**src/hdl/pdm_pkg.sv**
```systemverilog
// ----------------------------------------------------------------------------
// pdm_pkg
// Shared types, constants and helpers of the PID (derivative on measurement)
// core: register map, configuration struct and bit-serial unit widths.
// ----------------------------------------------------------------------------
`default_nettype none

package pdm_pkg;

  // bit-serial arithmetic unit widths
  localparam int MUL_AW = 64;   // multiplicand / product
  localparam int MUL_BW = 24;   // multiplier, one bit per cycle
  localparam int DIV_NW = 64;   // dividend, left aligned
  localparam int DIV_DW = 48;   // divisor
  localparam int DIV_CW = 7;    // quotient bit count

  // configuration port
  localparam int CFG_AW = 5;
  localparam int CFG_DW = 32;

  typedef logic [2:0] reg_idx_t;
  localparam reg_idx_t REG_KP     = 3'd0;
  localparam reg_idx_t REG_KI     = 3'd1;
  localparam reg_idx_t REG_KD     = 3'd2;
  localparam reg_idx_t REG_ILIM   = 3'd3;
  localparam reg_idx_t REG_OLIM   = 3'd4;
  localparam reg_idx_t REG_CUTOFF = 3'd5;

  localparam logic [14:0] OLIM_RESET   = 15'd32767;
  localparam logic [9:0]  CUTOFF_RESET = 10'd20;

  // arithmetic constants
  localparam logic [15:0] DT_MIN_US    = 16'd1000;
  localparam logic [15:0] DT_MAX_US    = 16'd50000;
  localparam logic [19:0] US_PER_S     = 20'd1000000;
  localparam logic [18:0] HALF_US      = 19'd500000;
  localparam logic [18:0] TWO_PI_Q16   = 19'd411775;
  localparam logic [23:0] DERIV_SCALE  = 24'd16000000;
  localparam logic [47:0] ALPHA_DEN_K  = 48'd65536000000;

  typedef struct packed {
    logic signed [15:0] kp;
    logic signed [15:0] ki;
    logic signed [15:0] kd;
    logic [14:0]        ilim;
    logic [14:0]        olim;
    logic [9:0]         cutoff;
  } cfg_t;

  function automatic logic [15:0] abs16(input logic [15:0] v);
    return v[15] ? 16'(-v) : v;
  endfunction

  function automatic logic [16:0] abs17(input logic [16:0] v);
    return v[16] ? 17'(-v) : v;
  endfunction

  function automatic logic [31:0] abs32(input logic [31:0] v);
    return v[31] ? 32'(-v) : v;
  endfunction

  function automatic logic [32:0] abs33(input logic [32:0] v);
    return v[32] ? 33'(-v) : v;
  endfunction

  function automatic logic [51:0] abs52(input logic [51:0] v);
    return v[51] ? 52'(-v) : v;
  endfunction

endpackage

`default_nettype wire

```
**src/hdl/pid_derivative_on_measurement_core.sv**
```systemverilog
// ----------------------------------------------------------------------------
// pid_derivative_on_measurement_core
// PID controller with derivative on measurement and a first-order low-pass
// on the derivative, built around a bit-serial multiplier and divider.
// ----------------------------------------------------------------------------
//  channel  dir  fields (lsb first)                          handshake
//  in_      in   tdata: error_in, measured_value, step_us;   tvalid/tready
//                tuser: integ_hold
//  out_     out  tdata: drive_out                            tvalid/tready
//  cfg_     in   six registers at byte address 4*index       APB, pready = 1
//
//  One item at a time; between accepted transactions run divisions of 31, 39,
//  40 and 61 quotient bits (first two only for an active unheld integrator,
//  third only after the first item) and up to eight products.
//  Reset clears the integrator, derivative filter and previous measurement.
//  A finished result waits in the output register; the next item is taken
//  meanwhile and only the final load stalls on a full output register.
// ----------------------------------------------------------------------------
`default_nettype none

module pid_derivative_on_measurement_core
  import pdm_pkg::*;
(
  input  wire logic              clk,
  input  wire logic              rst_n,
  input  wire logic              in_tvalid,
  output logic                   in_tready,
  input  wire logic [47:0]       in_tdata,   // error_in, measured_value, step_us
  input  wire logic              in_tuser,   // integ_hold
  output logic                   out_tvalid,
  input  wire logic              out_tready,
  output logic [15:0]            out_tdata,  // drive_out
  input  wire logic              cfg_psel,
  input  wire logic              cfg_penable,
  input  wire logic              cfg_pwrite,
  input  wire logic [CFG_AW-1:0] cfg_paddr,
  input  wire logic [CFG_DW-1:0] cfg_pwdata,
  output logic [CFG_DW-1:0]      cfg_prdata,
  output logic                   cfg_pready
);

  typedef enum logic [19:0] {
    S_IDLE  = 20'h00001,
    S_CAP   = 20'h00002,
    S_INCM  = 20'h00004,
    S_INCD  = 20'h00008,
    S_IACC  = 20'h00010,
    S_DERM  = 20'h00020,
    S_DERD  = 20'h00040,
    S_RAW   = 20'h00080,
    S_XM1   = 20'h00100,
    S_XM2   = 20'h00200,
    S_ALPHA = 20'h00400,
    S_ALPHD = 20'h00800,
    S_FILTM = 20'h01000,
    S_FILT  = 20'h02000,
    S_KPM   = 20'h04000,
    S_KIM   = 20'h08000,
    S_KDM   = 20'h10000,
    S_OUT   = 20'h20000,
    S_SAT   = 20'h40000,
    S_WAIT  = 20'h80000
  } state_t;

  cfg_t cfg;

  // arithmetic unit connections
  logic              mul_start, mul_busy, mul_done;
  logic [MUL_AW-1:0] mul_a, mul_p;
  logic [MUL_BW-1:0] mul_b;
  logic              div_start, div_busy, div_done;
  logic [DIV_NW-1:0] div_num, div_q;
  logic [DIV_DW-1:0] div_den;
  logic [DIV_CW-1:0] div_cnt;

  // control and state registers
  state_t             state_r, state_nxt, ret_r, ret_nxt;
  logic               have_prev_r, have_prev_nxt;
  logic [15:0]        prev_r, prev_nxt;
  logic signed [31:0] acc_r, acc_nxt;
  logic signed [31:0] filt_r, filt_nxt;
  logic               out_valid_r, out_valid_nxt;
  // working registers
  logic [15:0]        e_r, m_r, dt_r;
  logic               hold_r;
  logic signed [31:0] raw_r, raw_nxt;
  logic [31:0]        cap_r, cap_nxt;
  logic [DIV_DW-1:0]  den_r, den_nxt;
  logic               dmneg_r, dmneg_nxt;
  logic               diffneg_r, diffneg_nxt;
  logic               psign_r, psign_nxt;
  logic signed [51:0] sum_r, sum_nxt;
  logic [15:0]        out_data_r, out_data_nxt;

  // combinational helpers
  logic        in_fire;
  logic [15:0] dt_in;
  logic        iact;
  logic [38:0] inc_num;
  logic signed [33:0] acc_sum, cap_s;
  logic signed [16:0] dm;
  logic [39:0] raw_num;
  logic [60:0] alpha_num;
  logic signed [32:0] diff;
  logic [33:0] filt_rnd;
  logic signed [34:0] filt_sum;
  logic [51:0] term;
  logic [35:0] y_mag;
  logic [15:0] y_lim;

  pdm_regs u_regs (
    .clk     (clk),
    .rst_n   (rst_n),
    .psel    (cfg_psel),
    .penable (cfg_penable),
    .pwrite  (cfg_pwrite),
    .paddr   (cfg_paddr),
    .pwdata  (cfg_pwdata),
    .prdata  (cfg_prdata),
    .pready  (cfg_pready),
    .cfg     (cfg)
  );

  pdm_mul u_mul (
    .clk   (clk),
    .rst_n (rst_n),
    .start (mul_start),
    .a     (mul_a),
    .b     (mul_b),
    .busy  (mul_busy),
    .done  (mul_done),
    .p     (mul_p)
  );

  pdm_div u_div (
    .clk   (clk),
    .rst_n (rst_n),
    .start (div_start),
    .num   (div_num),
    .den   (div_den),
    .cnt   (div_cnt),
    .busy  (div_busy),
    .done  (div_done),
    .q     (div_q)
  );

  assign in_tready  = (state_r == S_IDLE);
  assign in_fire    = in_tvalid && in_tready;
  assign out_tvalid = out_valid_r;
  assign out_tdata  = out_data_r;
  assign iact       = (cfg.ki != '0) && (cfg.ilim != '0);

  // clamp the time step
  always_comb begin
    if (in_tdata[47:32] < DT_MIN_US) begin
      dt_in = DT_MIN_US;
    end else if (in_tdata[47:32] > DT_MAX_US) begin
      dt_in = DT_MAX_US;
    end else begin
      dt_in = in_tdata[47:32];
    end
  end

  // datapath helpers
  assign inc_num   = {mul_p[30:0], 8'b0} + 39'(HALF_US);
  assign cap_s     = $signed({2'b00, cap_r});
  assign acc_sum   = 34'(acc_r) + (e_r[15] ? -$signed(34'(div_q[19:0]))
                                            : $signed(34'(div_q[19:0])));
  assign dm        = $signed(17'($signed(m_r))) - $signed(17'($signed(prev_r)));
  assign raw_num   = mul_p[39:0] + 40'(dt_r[15:1]);
  assign alpha_num = {mul_p[44:0], 16'b0} + 61'(den_r[DIV_DW-1:1]);
  assign diff      = $signed(33'(raw_r)) - $signed(33'(filt_r));
  assign filt_rnd  = 34'((mul_p[49:0] + 50'd32768) >> 16);
  assign filt_sum  = 35'(filt_r) + (diffneg_r ? -$signed(35'(filt_rnd))
                                              : $signed(35'(filt_rnd)));
  assign y_mag     = 36'((abs52(sum_r) + 52'd32768) >> 16);
  assign y_lim     = (y_mag > 36'(cfg.olim)) ? 16'(cfg.olim) : y_mag[15:0];

  // term added to the output sum, taken from the last product
  always_comb begin
    case (state_r)
      S_KIM:   term = 52'({mul_p[31:0], 8'b0});
      S_KDM:   term = 52'(mul_p[46:0]);
      S_OUT:   term = 52'({mul_p[46:0], 4'b0});
      default: term = '0;
    endcase
  end

  // sequencer
  always_comb begin
    state_nxt     = state_r;
    ret_nxt       = ret_r;
    have_prev_nxt = have_prev_r;
    prev_nxt      = prev_r;
    acc_nxt       = acc_r;
    filt_nxt      = filt_r;
    raw_nxt       = raw_r;
    cap_nxt       = cap_r;
    den_nxt       = den_r;
    dmneg_nxt     = dmneg_r;
    diffneg_nxt   = diffneg_r;
    psign_nxt     = psign_r;
    sum_nxt       = sum_r;
    out_data_nxt  = out_data_r;
    out_valid_nxt = out_valid_r && !out_tready;
    mul_start     = 1'b0;
    mul_a         = '0;
    mul_b         = '0;
    div_start     = 1'b0;
    div_num       = '0;
    div_den       = '0;
    div_cnt       = '0;
    case (state_r)
      S_IDLE: begin
        if (in_fire) begin
          state_nxt = S_CAP;
        end
      end
      // integrator cap = ilim * 65536 / |ki|
      S_CAP: begin
        if (iact && !hold_r) begin
          div_start = 1'b1;
          div_num   = {cfg.ilim, 16'b0, 33'b0};
          div_den   = DIV_DW'(abs16(cfg.ki));
          div_cnt   = DIV_CW'(31);
          ret_nxt   = S_INCM;
          state_nxt = S_WAIT;
        end else begin
          if (!iact) begin
            acc_nxt = '0;
          end
          state_nxt = S_DERM;
        end
      end
      S_INCM: begin
        cap_nxt   = div_q[31:0];
        mul_start = 1'b1;
        mul_a     = MUL_AW'(abs16(e_r));
        mul_b     = MUL_BW'(dt_r);
        ret_nxt   = S_INCD;
        state_nxt = S_WAIT;
      end
      S_INCD: begin
        div_start = 1'b1;
        div_num   = {inc_num, 25'b0};
        div_den   = DIV_DW'(US_PER_S);
        div_cnt   = DIV_CW'(39);
        ret_nxt   = S_IACC;
        state_nxt = S_WAIT;
      end
      // accumulate and clamp to +/- cap
      S_IACC: begin
        if (acc_sum > cap_s) begin
          acc_nxt = $signed(cap_r);
        end else if (acc_sum < -cap_s) begin
          acc_nxt = -$signed(cap_r);
        end else begin
          acc_nxt = acc_sum[31:0];
        end
        state_nxt = S_DERM;
      end
      S_DERM: begin
        prev_nxt      = m_r;
        have_prev_nxt = 1'b1;
        if (have_prev_r) begin
          dmneg_nxt = dm[16];
          mul_start = 1'b1;
          mul_a     = MUL_AW'(abs17(dm));
          mul_b     = DERIV_SCALE;
          ret_nxt   = S_DERD;
          state_nxt = S_WAIT;
        end else begin
          raw_nxt   = '0;
          filt_nxt  = '0;
          state_nxt = S_XM1;
        end
      end
      S_DERD: begin
        div_start = 1'b1;
        div_num   = {raw_num, 24'b0};
        div_den   = DIV_DW'(dt_r);
        div_cnt   = DIV_CW'(40);
        ret_nxt   = S_RAW;
        state_nxt = S_WAIT;
      end
      // derivative opposes the change in measurement
      S_RAW: begin
        raw_nxt   = dmneg_r ? $signed(div_q[31:0]) : -$signed(div_q[31:0]);
        state_nxt = S_XM1;
      end
      S_XM1: begin
        mul_start = 1'b1;
        mul_a     = MUL_AW'(TWO_PI_Q16);
        mul_b     = MUL_BW'(cfg.cutoff);
        ret_nxt   = S_XM2;
        state_nxt = S_WAIT;
      end
      S_XM2: begin
        mul_start = 1'b1;
        mul_a     = MUL_AW'(mul_p[28:0]);
        mul_b     = MUL_BW'(dt_r);
        ret_nxt   = S_ALPHA;
        state_nxt = S_WAIT;
      end
      S_ALPHA: begin
        den_nxt   = DIV_DW'(mul_p[44:0]) + ALPHA_DEN_K;
        state_nxt = S_ALPHD;
      end
      S_ALPHD: begin
        div_start = 1'b1;
        div_num   = {alpha_num, 3'b0};
        div_den   = den_r;
        div_cnt   = DIV_CW'(61);
        ret_nxt   = S_FILTM;
        state_nxt = S_WAIT;
      end
      S_FILTM: begin
        diffneg_nxt = diff[32];
        mul_start   = 1'b1;
        mul_a       = MUL_AW'(abs33(diff));
        mul_b       = MUL_BW'(div_q[16:0]);
        ret_nxt     = S_FILT;
        state_nxt   = S_WAIT;
      end
      S_FILT: begin
        filt_nxt  = filt_sum[31:0];
        state_nxt = S_KPM;
      end
      // output sum kp*e*256 + ki*acc + kd*filt*16
      S_KPM: begin
        sum_nxt   = '0;
        psign_nxt = cfg.kp[15] ^ e_r[15];
        mul_start = 1'b1;
        mul_a     = MUL_AW'(abs16(e_r));
        mul_b     = MUL_BW'(abs16(cfg.kp));
        ret_nxt   = S_KIM;
        state_nxt = S_WAIT;
      end
      S_KIM: begin
        sum_nxt   = sum_r + (psign_r ? -$signed(term) : $signed(term));
        psign_nxt = cfg.ki[15] ^ acc_r[31];
        mul_start = 1'b1;
        mul_a     = MUL_AW'(abs32(acc_r));
        mul_b     = MUL_BW'(abs16(cfg.ki));
        ret_nxt   = S_KDM;
        state_nxt = S_WAIT;
      end
      S_KDM: begin
        sum_nxt   = sum_r + (psign_r ? -$signed(term) : $signed(term));
        psign_nxt = cfg.kd[15] ^ filt_r[31];
        mul_start = 1'b1;
        mul_a     = MUL_AW'(abs32(filt_r));
        mul_b     = MUL_BW'(abs16(cfg.kd));
        ret_nxt   = S_OUT;
        state_nxt = S_WAIT;
      end
      S_OUT: begin
        sum_nxt   = sum_r + (psign_r ? -$signed(term) : $signed(term));
        state_nxt = S_SAT;
      end
      // round, saturate, load the output register once it is free
      S_SAT: begin
        if (!out_valid_r || out_tready) begin
          out_data_nxt  = sum_r[51] ? 16'(-y_lim) : y_lim;
          out_valid_nxt = 1'b1;
          state_nxt     = S_IDLE;
        end
      end
      S_WAIT: begin
        if (mul_done || div_done) begin
          state_nxt = ret_r;
        end
      end
      default: state_nxt = S_IDLE;
    endcase
  end

  // control state
  always_ff @(posedge clk) begin
    if (!rst_n) begin
      state_r     <= S_IDLE;
      ret_r       <= S_IDLE;
      have_prev_r <= 1'b0;
      prev_r      <= '0;
      acc_r       <= '0;
      filt_r      <= '0;
      out_valid_r <= 1'b0;
    end else begin
      state_r     <= state_nxt;
      ret_r       <= ret_nxt;
      have_prev_r <= have_prev_nxt;
      prev_r      <= prev_nxt;
      acc_r       <= acc_nxt;
      filt_r      <= filt_nxt;
      out_valid_r <= out_valid_nxt;
    end
  end

  // payload and working registers
  always_ff @(posedge clk) begin
    if (in_fire) begin
      e_r    <= in_tdata[15:0];
      m_r    <= in_tdata[31:16];
      dt_r   <= dt_in;
      hold_r <= in_tuser;
    end
    raw_r      <= raw_nxt;
    cap_r      <= cap_nxt;
    den_r      <= den_nxt;
    dmneg_r    <= dmneg_nxt;
    diffneg_r  <= diffneg_nxt;
    psign_r    <= psign_nxt;
    sum_r      <= sum_nxt;
    out_data_r <= out_data_nxt;
  end

  // one item in flight
  a_single_item: assert property (@(posedge clk) disable iff (!rst_n)
    in_fire |=> !in_tready)
    else $error("item accepted while another is in flight");

  // shared units are never restarted mid operation
  a_mul_free: assert property (@(posedge clk) disable iff (!rst_n)
    mul_start |-> !mul_busy)
    else $error("multiplier started while busy");

  a_div_free: assert property (@(posedge clk) disable iff (!rst_n)
    div_start |-> !div_busy)
    else $error("divider started while busy");

  // integrator lands inside the cap after an update
  a_acc_capped: assert property (@(posedge clk) disable iff (!rst_n)
    state_r == S_IACC |=>
      ($signed(acc_r) <= $signed({1'b0, cap_r})) &&
      ($signed(acc_r) >= -$signed({1'b0, cap_r})))
    else $error("integrator outside its cap");

endmodule

`default_nettype wire

```
**src/hdl/pdm_mul.sv**
```systemverilog
// ----------------------------------------------------------------------------
// pdm_mul
// Unsigned shift-and-add multiplier: one multiplier bit per cycle, stops as
// soon as the remaining multiplier bits are zero.
// ----------------------------------------------------------------------------
`default_nettype none

module pdm_mul
  import pdm_pkg::*;
(
  input  wire logic              clk,
  input  wire logic              rst_n,
  input  wire logic              start,
  input  wire logic [MUL_AW-1:0] a,
  input  wire logic [MUL_BW-1:0] b,
  output logic                   busy,
  output logic                   done,
  output logic [MUL_AW-1:0]      p
);

  logic [MUL_AW-1:0] a_r;
  logic [MUL_BW-1:0] b_r;
  logic [MUL_AW-1:0] p_r;
  logic              busy_r;
  logic              done_r;

  // control
  always_ff @(posedge clk) begin
    if (!rst_n) begin
      busy_r <= 1'b0;
      done_r <= 1'b0;
    end else begin
      done_r <= 1'b0;
      if (start) begin
        busy_r <= 1'b1;
      end else if (busy_r && (b_r[MUL_BW-1:1] == '0)) begin
        busy_r <= 1'b0;
        done_r <= 1'b1;
      end
    end
  end

  // shift multiplier right, multiplicand left, add on a set bit
  always_ff @(posedge clk) begin
    if (start) begin
      a_r <= a;
      b_r <= b;
      p_r <= '0;
    end else if (busy_r) begin
      if (b_r[0]) begin
        p_r <= p_r + a_r;
      end
      a_r <= {a_r[MUL_AW-2:0], 1'b0};
      b_r <= {1'b0, b_r[MUL_BW-1:1]};
    end
  end

  assign busy = busy_r;
  assign done = done_r;
  assign p    = p_r;

endmodule

`default_nettype wire

```
**src/hdl/pdm_div.sv**
```systemverilog
// ----------------------------------------------------------------------------
// pdm_div
// Restoring divider: one quotient bit per cycle. The dividend arrives left
// aligned and the caller gives the number of quotient bits to produce.
// ----------------------------------------------------------------------------
`default_nettype none

module pdm_div
  import pdm_pkg::*;
(
  input  wire logic              clk,
  input  wire logic              rst_n,
  input  wire logic              start,
  input  wire logic [DIV_NW-1:0] num,
  input  wire logic [DIV_DW-1:0] den,
  input  wire logic [DIV_CW-1:0] cnt,
  output logic                   busy,
  output logic                   done,
  output logic [DIV_NW-1:0]      q
);

  logic [DIV_DW:0]   rem_r;
  logic [DIV_NW-1:0] num_r;
  logic [DIV_NW-1:0] q_r;
  logic [DIV_DW-1:0] den_r;
  logic [DIV_CW-1:0] cnt_r;
  logic              busy_r;
  logic              done_r;
  logic [DIV_DW:0]   trial;
  logic              fits;

  assign trial = {rem_r[DIV_DW-1:0], num_r[DIV_NW-1]};
  assign fits  = trial >= {1'b0, den_r};

  // control
  always_ff @(posedge clk) begin
    if (!rst_n) begin
      busy_r <= 1'b0;
      done_r <= 1'b0;
      cnt_r  <= '0;
    end else begin
      done_r <= 1'b0;
      if (start) begin
        busy_r <= 1'b1;
        cnt_r  <= cnt;
      end else if (busy_r) begin
        cnt_r <= cnt_r - 1'b1;
        if (cnt_r == DIV_CW'(1)) begin
          busy_r <= 1'b0;
          done_r <= 1'b1;
        end
      end
    end
  end

  // bring down one dividend bit, subtract where the divisor fits
  always_ff @(posedge clk) begin
    if (start) begin
      rem_r <= '0;
      num_r <= num;
      den_r <= den;
      q_r   <= '0;
    end else if (busy_r) begin
      rem_r <= fits ? (trial - {1'b0, den_r}) : trial;
      num_r <= {num_r[DIV_NW-2:0], 1'b0};
      q_r   <= {q_r[DIV_NW-2:0], fits};
    end
  end

  assign busy = busy_r;
  assign done = done_r;
  assign q    = q_r;

endmodule

`default_nettype wire

```
**src/hdl/pdm_regs.sv**
```systemverilog
// ----------------------------------------------------------------------------
// pdm_regs
// Configuration register file behind an APB-style port.
// ----------------------------------------------------------------------------
`default_nettype none

module pdm_regs
  import pdm_pkg::*;
(
  input  wire logic              clk,
  input  wire logic              rst_n,
  input  wire logic              psel,
  input  wire logic              penable,
  input  wire logic              pwrite,
  input  wire logic [CFG_AW-1:0] paddr,
  input  wire logic [CFG_DW-1:0] pwdata,
  output logic [CFG_DW-1:0]      prdata,
  output logic                   pready,
  output cfg_t                   cfg
);

  cfg_t     cfg_r;
  reg_idx_t idx;
  logic     wr_en;

  assign idx    = paddr[CFG_AW-1:2];
  assign pready = 1'b1;
  assign wr_en  = psel && penable && pwrite;

  // write decode; unknown indexes are dropped
  always_ff @(posedge clk) begin
    if (!rst_n) begin
      cfg_r.kp     <= '0;
      cfg_r.ki     <= '0;
      cfg_r.kd     <= '0;
      cfg_r.ilim   <= '0;
      cfg_r.olim   <= OLIM_RESET;
      cfg_r.cutoff <= CUTOFF_RESET;
    end else if (wr_en) begin
      case (idx)
        REG_KP:     cfg_r.kp     <= pwdata[15:0];
        REG_KI:     cfg_r.ki     <= pwdata[15:0];
        REG_KD:     cfg_r.kd     <= pwdata[15:0];
        REG_ILIM:   cfg_r.ilim   <= pwdata[14:0];
        REG_OLIM:   cfg_r.olim   <= pwdata[14:0];
        REG_CUTOFF: cfg_r.cutoff <= pwdata[9:0];
        default: ;
      endcase
    end
  end

  // read mux
  always_comb begin
    case (idx)
      REG_KP:     prdata = CFG_DW'(cfg_r.kp);
      REG_KI:     prdata = CFG_DW'(cfg_r.ki);
      REG_KD:     prdata = CFG_DW'(cfg_r.kd);
      REG_ILIM:   prdata = CFG_DW'(cfg_r.ilim);
      REG_OLIM:   prdata = CFG_DW'(cfg_r.olim);
      REG_CUTOFF: prdata = CFG_DW'(cfg_r.cutoff);
      default:    prdata = '0;
    endcase
  end

  assign cfg = cfg_r;

endmodule

`default_nettype wire

```
**config.mk**
```make
export PLATFORM = sky130hd
export DESIGN_NAME = pid_derivative_on_measurement_core
export DESIGN_NICKNAME = d
export VERILOG_FILES = /design/src/hdl/pdm_pkg.sv /design/src/hdl/pid_derivative_on_measurement_core.sv /design/src/hdl/pdm_mul.sv /design/src/hdl/pdm_div.sv /design/src/hdl/pdm_regs.sv
export SDC_FILE = /design/constraint.sdc
export NUM_CORES = 2
export LEC_CHECK = 0
export ABC_CLOCK_PERIOD_IN_PS = 12700
export BUFFER_PORTS_ARGS = -buffer_cell sky130_fd_sc_hd__buf_2
export CORE_MARGIN = 10
export CORE_UTILIZATION = 65
export CTS_CLUSTER_SIZE = 24
export DETAILED_ROUTE_END_ITERATION = 7
export PLACE_DENSITY = 0.82
export SYNTH_ARGS = -nofsm -noshare
export SYNTH_HDL_FRONTEND = slang
export SYNTH_SLANG_ARGS = --single-unit
```
**constraint.sdc**
```tcl
create_clock -name clk -period 12.7 [get_ports clk]
set_clock_uncertainty 0.2 [all_clocks]
set_input_delay 1.905 -clock clk [delete_from_list [all_inputs] [get_ports clk]]
set_output_delay 1.905 -clock clk [all_outputs]
set_load 0.005 [all_outputs]
```
# == Word-level counts from Yosys, hierarchy flattened ==
# Index checks and enable logic that the tools add are counted.
# word_totals
ramBits,0
mem_bits_ro,0
latchBits,0
inputBits,93
mem_count,0
regBits,797
# op_classes
reduce_logical,48
n_mux,69
div_mod_pow,0
n_bitwise,5
addsub,30
multipliers,0
n_lt_le_gt_ge,6
shifts,0
eq_ne,34
# op_table
operator,n
64-bit 2-to-1 mux,5
32-bit 2-to-1 mux,9
64-bit one-hot mux with 4 select lines,1
20-bit one-hot mux with 12 select lines,1
33-bit one-hot mux with 7 select lines,1
20-bit one-hot mux with 11 select lines,1
32-bit one-hot mux with 2 select lines,3
32-bit one-hot mux with 6 select lines,1
48-bit one-hot mux with 4 select lines,1
24-bit one-hot mux with 7 select lines,1
32-bit negator,5
51-bit one-hot mux with 3 select lines,1
20-bit 2-to-1 mux,7
16-bit 2-to-1 mux,8
52-bit 2-to-1 mux,2
52-bit negator,2
52-bit one-hot mux with 2 select lines,1
16-bit negator,5
24-bit 2-to-1 mux,3
64-bit adder,1
61-bit by 47-bit adder with 61-bit output,1
"52-bit by 16-bit adder with 52-bit output, second input constant",1
52-bit adder,1
49-bit by 48-bit >= comparator with 1-bit output,1
other kinds (73),129

# == Longest topological paths before layout ==
# depth
word_depth,7
mapped_depth,41
mapped_depth_nobuf,38

# == Hierarchy ==
# A second synthesis with hierarchy kept.
# unflattened
cells_unflattened,7618
hier_area_um2,65427.8
# by_module_without_submodules
mod,cells_each,area_each_um2,instances,seq_area_each_um2
pid_derivative_on_measurement_core,4950,39266.4,1,9208.8
pdm_div,1156,11861.4,1,5785.5
pdm_mul,1076,10087.2,1,3963.8
pdm_regs,436,4212.8,1,1761.7

# == Least setup slack after synthesis ==
# OpenSTA, ideal clock, no wires.
# synth_path
kind,reg2reg
from,reg u_div.q_r[0] (netlist: u_div.q[0])
to,reg acc_r[30]
required_time_ps,12421
setup_ps,79
n_path_buf,3
t_arrival_ps,7986
stages_incl_launch_ff,42
setup_slack_ps,4435
period_less_slack_ps,8265
path_cell_list,dfxtp_1 inv_1 ha_1 nand2_2 or3_4 or3_4 or3_4 or3_4 or3_4 or3_4 or3_4 nor3_4 buf_6 nor2_1 ha_1 and2_1 a221o_1 a21o_1 [6 not listed] a21oi_1 xnor2_1 ha_1 a21o_1 a21oi_1 nor2b_1 o21ai_0 nand2b_1 a21oi_1 o31a_1 a41oi_1 o211ai_2 nand2_1 buf_2 nor2_2 buf_2 nand2_1 o211ai_1
# synth_between
elab_chain_cells,7
# synth_rtl
element,line,text
start: declaration,pdm_div.sv:24,logic [DIV_NW-1:0] q_r;
start signal: assignment,pdm_div.sv:66,"q_r <= {q_r[DIV_NW-2:0], fits};"
20-bit negator with 34-bit output,pid_derivative_on_measurement_core.sv:167,assign acc_sum = 34'(acc_r) + (e_r[15] ? -$signed(34'(div_q[19:0]))
34-bit 2-to-1 mux (*),pid_derivative_on_measurement_core.sv:167,
32-bit by 34-bit adder with 34-bit output (*),pid_derivative_on_measurement_core.sv:167,
34-bit less-than comparator,pid_derivative_on_measurement_core.sv:255,end else if (acc_sum < -cap_s) begin
32-bit 2-to-1 mux,pid_derivative_on_measurement_core.sv:255,
32-bit 2-to-1 mux (*),pid_derivative_on_measurement_core.sv:253,if (acc_sum > cap_s) begin
32-bit one-hot mux with 2 select lines (*),pid_derivative_on_measurement_core.sv:213,case (state_r)
end signal: assignment,pid_derivative_on_measurement_core.sv:393,acc_r <= acc_nxt;
end: declaration,pid_derivative_on_measurement_core.sv:80,"logic signed [31:0] acc_r, acc_nxt;"
# Mark *: on every way between the ends. The rest lies on a longest branch, timed or not.
# A chain may end at the register's enable or synchronous reset.

# == Worst setup path after layout ==
# layout_path
from,reg u_div.q_r[1] (netlist: u_div.q[1])
to,reg acc_r[12]
# Same word-level chain as after synthesis.

==> reports/qor.txt <==
run status - finished with violations
failing checks - design-rule violations
detailed router's first-iteration violation count - 7,546
shortest clock period the worst path allows after layout - 10.42 ns
Commonest cells post-synth - sky130_fd_sc_hd__nand2_1 (737), sky130_fd_sc_hd__nor2_1 (635), sky130_fd_sc_hd__a21oi_1 (588)
pin count of the biggest net entering global routing - 84
Register-to-Register Setup Slack - 2.28 ns
number of sinks handled by clock tree synthesis - 751
post-CTS resize count - 0
Tcrit/Tclk final - 0.820
total detailed-routing wirelength - 207,000 µm
Max stage delay on crit path - 0.97 ns
setup TNS - 0 ns
Root Driver - sky130_fd_sc_hd__clkbuf_16
Post-CTS Setup Bufs - 0
final max-slew violation count - 0
category of the worst setup path launch point - register
area share of the largest cell type after synthesis - 0.207
number of remaining DRC errors - 101
via density per instance - 6.84
worst slew slack as a fraction of its limit - 0.197
CP max-delay cell - sky130_fd_sc_hd__nor2_2
final antenna-violating net count - 0
area grow syn2layout - 7.43%
starting density of the core - 0.658
level count of the clock H-tree - 3
Yosys cell types - 102
Synth Flop Type - sky130_fd_sc_hd__edfxtp_1
flip-flop and latch count after synthesis - 751
Setup crit end - acc_r[12]$_SDFFE_PN0P_
startpoint of the worst setup timing path - u_div.q[1]$_SDFFE_PP0P_
Final #Nets - 7,555
final-report hold violation count - 0
kind of critical path - reg -> reg
maxcap violations - 0
combined global-route utilization of all metal layers - 0.384
# port buffers - 124
Register-to-Register Path Depth - 38
sum of overflow across all layers after global routing - 0
fraction of layout cells with a size suffix above 1 - 0.0727
count of endpoints failing setup in the final report - 0
count of flip-flops with a built-in enable after synthesis - 409
CP required - 13.05 ns
vias in the first global route - 52,225
number of warning messages in the yosys log - 0
utilization of the core after routing - 0.706
most frequently used cell type in the post-synthesis netlist - sky130_fd_sc_hd__nand2_1
via count - 56,835
overall power of the completed layout - 5.98 mW
Die Ht - 322 µm
Static Leak - 26.4 nW
post-DP HPWL - 151,000 µm
nature of the critical path endpoint - register
startpoint of the worst register-to-register path - u_div.q[1]$_SDFFE_PP0P_
Mapped Nets - 7,630
maximum count of clock buffers along a single path - 3
insertion delay to the later sink of the worst-skew pair - 0.70 ns
first-pass GRT wire length - 312,000 µm
mean area per synthesized cell - 8.33 µm²
CP most frequent cell - sky130_fd_sc_hd__or3_4
clock-pin slew of the registers on the worst-case setup and hold paths - 0.07 ns
overall die area - 104,000 µm²
CORE AREA - 90,300 µm²
sequential cell area fraction in the yosys report - 0.322
setup repair after global routing missed its margin - no
count of boundary I/O pins - 144
Netlist Area Pre-Place - 59,400 µm²
IR drop worst, VDD - 0.0000984 V
Site Rows - 110
routed length per placed instance - 24.9 µm
TritonCTS clock tree - built
initial antenna violation count - 9
total CTS buffers - 87
post-synthesis cell count - 7,130
Initial DRT Pass Iterations - 8
worst min-delay path class - reg -> reg
reg-to-reg endpoint - acc_r[12]$_SDFFE_PN0P_
most area-hungry cell type in the Yosys netlist - sky130_fd_sc_hd__edfxtp_1
die width - 322 µm
power per unit of standard cell area - 93.8 nW/µm²
biggest area contributors in the synthesized netlist - sky130_fd_sc_hd__edfxtp_1 (21%), sky130_fd_sc_hd__dfxtp_1 (12%), sky130_fd_sc_hd__ha_1 (8.4%), sky130_fd_sc_hd__xnor2_1 (7.1%), sky130_fd_sc_hd__a21oi_1 (5.0%)
fmax - 0.0960 GHz
number of hold buffers added after CTS - 0
largest fanout of any net on the critical path - 22
proportion of register bits with asynchronous set or reset after synthesis - 0
Critical Path AT - 10.77 ns
gpl congestion - 1.07
Worst Max-Slew Pin Slew - 1.20 ns
area by class of cell:
| class | count | area, µm² |
|---|---|---|
| sequential | 751 | 19100 |
| antenna | 2 | 5.00 |
| clock inverter | 47 | 553 |
| inverter | 303 | 1140 |
| multi-input combinational | 5685 | 37600 |
| clock buffer | 117 | 2500 |
| fill | 7130 | 26500 |
| timing repair buffer | 227 | 1390 |
| tap | 1176 | 1470 |
per-stage QoR:
stage	worst slack (ns)	hold slack (ns)	instances	instance area, µm²
2_1_floorplan	4.43	0.202	7130	59400
3_3_place_gp	2.72	0.226	8142	60700
3_5_place_dp	2.52	0.239	8142	60700
4_1_cts	2.42	0.250	8306	63800
5_1_grt	1.79	0.270	8306	63800
6_report	2.28	0.252	8308	63800
per-layer routing:
metal | up-vias | share of wire | global-route usage
li1 | 25862 | - | -
met1 | 26641 | 0.37 | 0.484
met2 | 3532 | 0.43 | 0.588
met3 | 794 | 0.12 | 0.0930
met4 | 6 | 0.074 | 0.241
met5 | - | 0.00018 | 0
worst min-delay path by stage:
stage / start / to / cells past startpoint
floorplan: u_div.q[14]$_SDFFE_PP0P_ / cap_r[14]$_DFFE_PP_ / 0
global placement: ret_r[0]$_SDFFE_PN1P_ / ret_r[0]$_SDFFE_PN1P_ / 2
detailed placement: ret_r[0]$_SDFFE_PN1P_ / ret_r[0]$_SDFFE_PN1P_ / 2
CTS: ret_r[0]$_SDFFE_PN1P_ / ret_r[0]$_SDFFE_PN1P_ / 2
global route: ret_r[0]$_SDFFE_PN1P_ / ret_r[0]$_SDFFE_PN1P_ / 2
finish: ret_r[0]$_SDFFE_PN1P_ / ret_r[0]$_SDFFE_PN1P_ / 2
cells in the final DEF, fill, tap and decap left out, drive strengths merged, types with 79 or more instances in the layout:
master	Yosys	layout
mux2i	105	105
nand2	738	738
nand4	97	97
a21o	180	180
dfxtp	342	342
nor2	638	638
inv	295	302
nand3	163	163
xor2	255	255
nor3	149	149
and2	83	83
nand2b	83	83
a22oi	79	79
edfxtp	409	409
ha	398	398
o21ai	443	443
o31ai	87	87
a21oi	590	590
xnor2	485	485
buf	105	227
clkbuf	285	117
power breakdown:
part	switching, mW	leakage (nW)	total [mW]	internal [mW]
Clock	1.13	1.48	2.69	1.56
Combinational	0.397	18.4	0.652	0.255
Sequential	0.0507	6.55	2.64	2.59
critical path: cells and delay by family (launching register included):
family | cells | cell delay, ns
XOR/XNOR | 1 | 0.27
flip-flops | 1 | 0.47
adder cells (fa/ha/maj) | 3 | 0.94
AND/OR/NAND/NOR | 18 | 5.29
buffers and inverters | 1 | 0.14
AO/OA/AOI/OAI | 15 | 2.92
state kept, by name, summed over array words and instances, names as in the netlist, 7 cells and up:
register / flops
out_tdata: 16
cap_r: 32
u_div.q: 32
acc_r: 32
u_mul.p: 48
state_r: 20
raw_r: 32
dt_r: 16
den_r: 46
u_div.den_r: 46
u_mul.b_r: 24
u_div.rem_r: 48
u_regs.cfg: 88
u_div.cnt_r: 7
m_r: 16
e_r: 16
prev_r: 16
sum_r: 52
filt_r: 32
ret_r: 13
u_mul.a_r: 48
u_div.num_r: 61
cells by family (layout without fill, tap and decap cells):
| logic type | count (synthesis) | in the layout | share of synthesized area |
|---|---|---|---|
| buf+inv | 694 | 694 | 0.0464 |
| flops | 751 | 751 | 0.322 |
| simple gates | 2410 | 2410 | 0.196 |
| compound gates | 2012 | 2012 | 0.218 |
| other cells | 1 | 3 | 0.0000632 |
| xor+xnor | 740 | 740 | 0.110 |
| mux | 114 | 114 | 0.0200 |
| fa+ha+maj | 408 | 408 | 0.0871 |
Note: power is estimated with default switching activity, not from simulation.
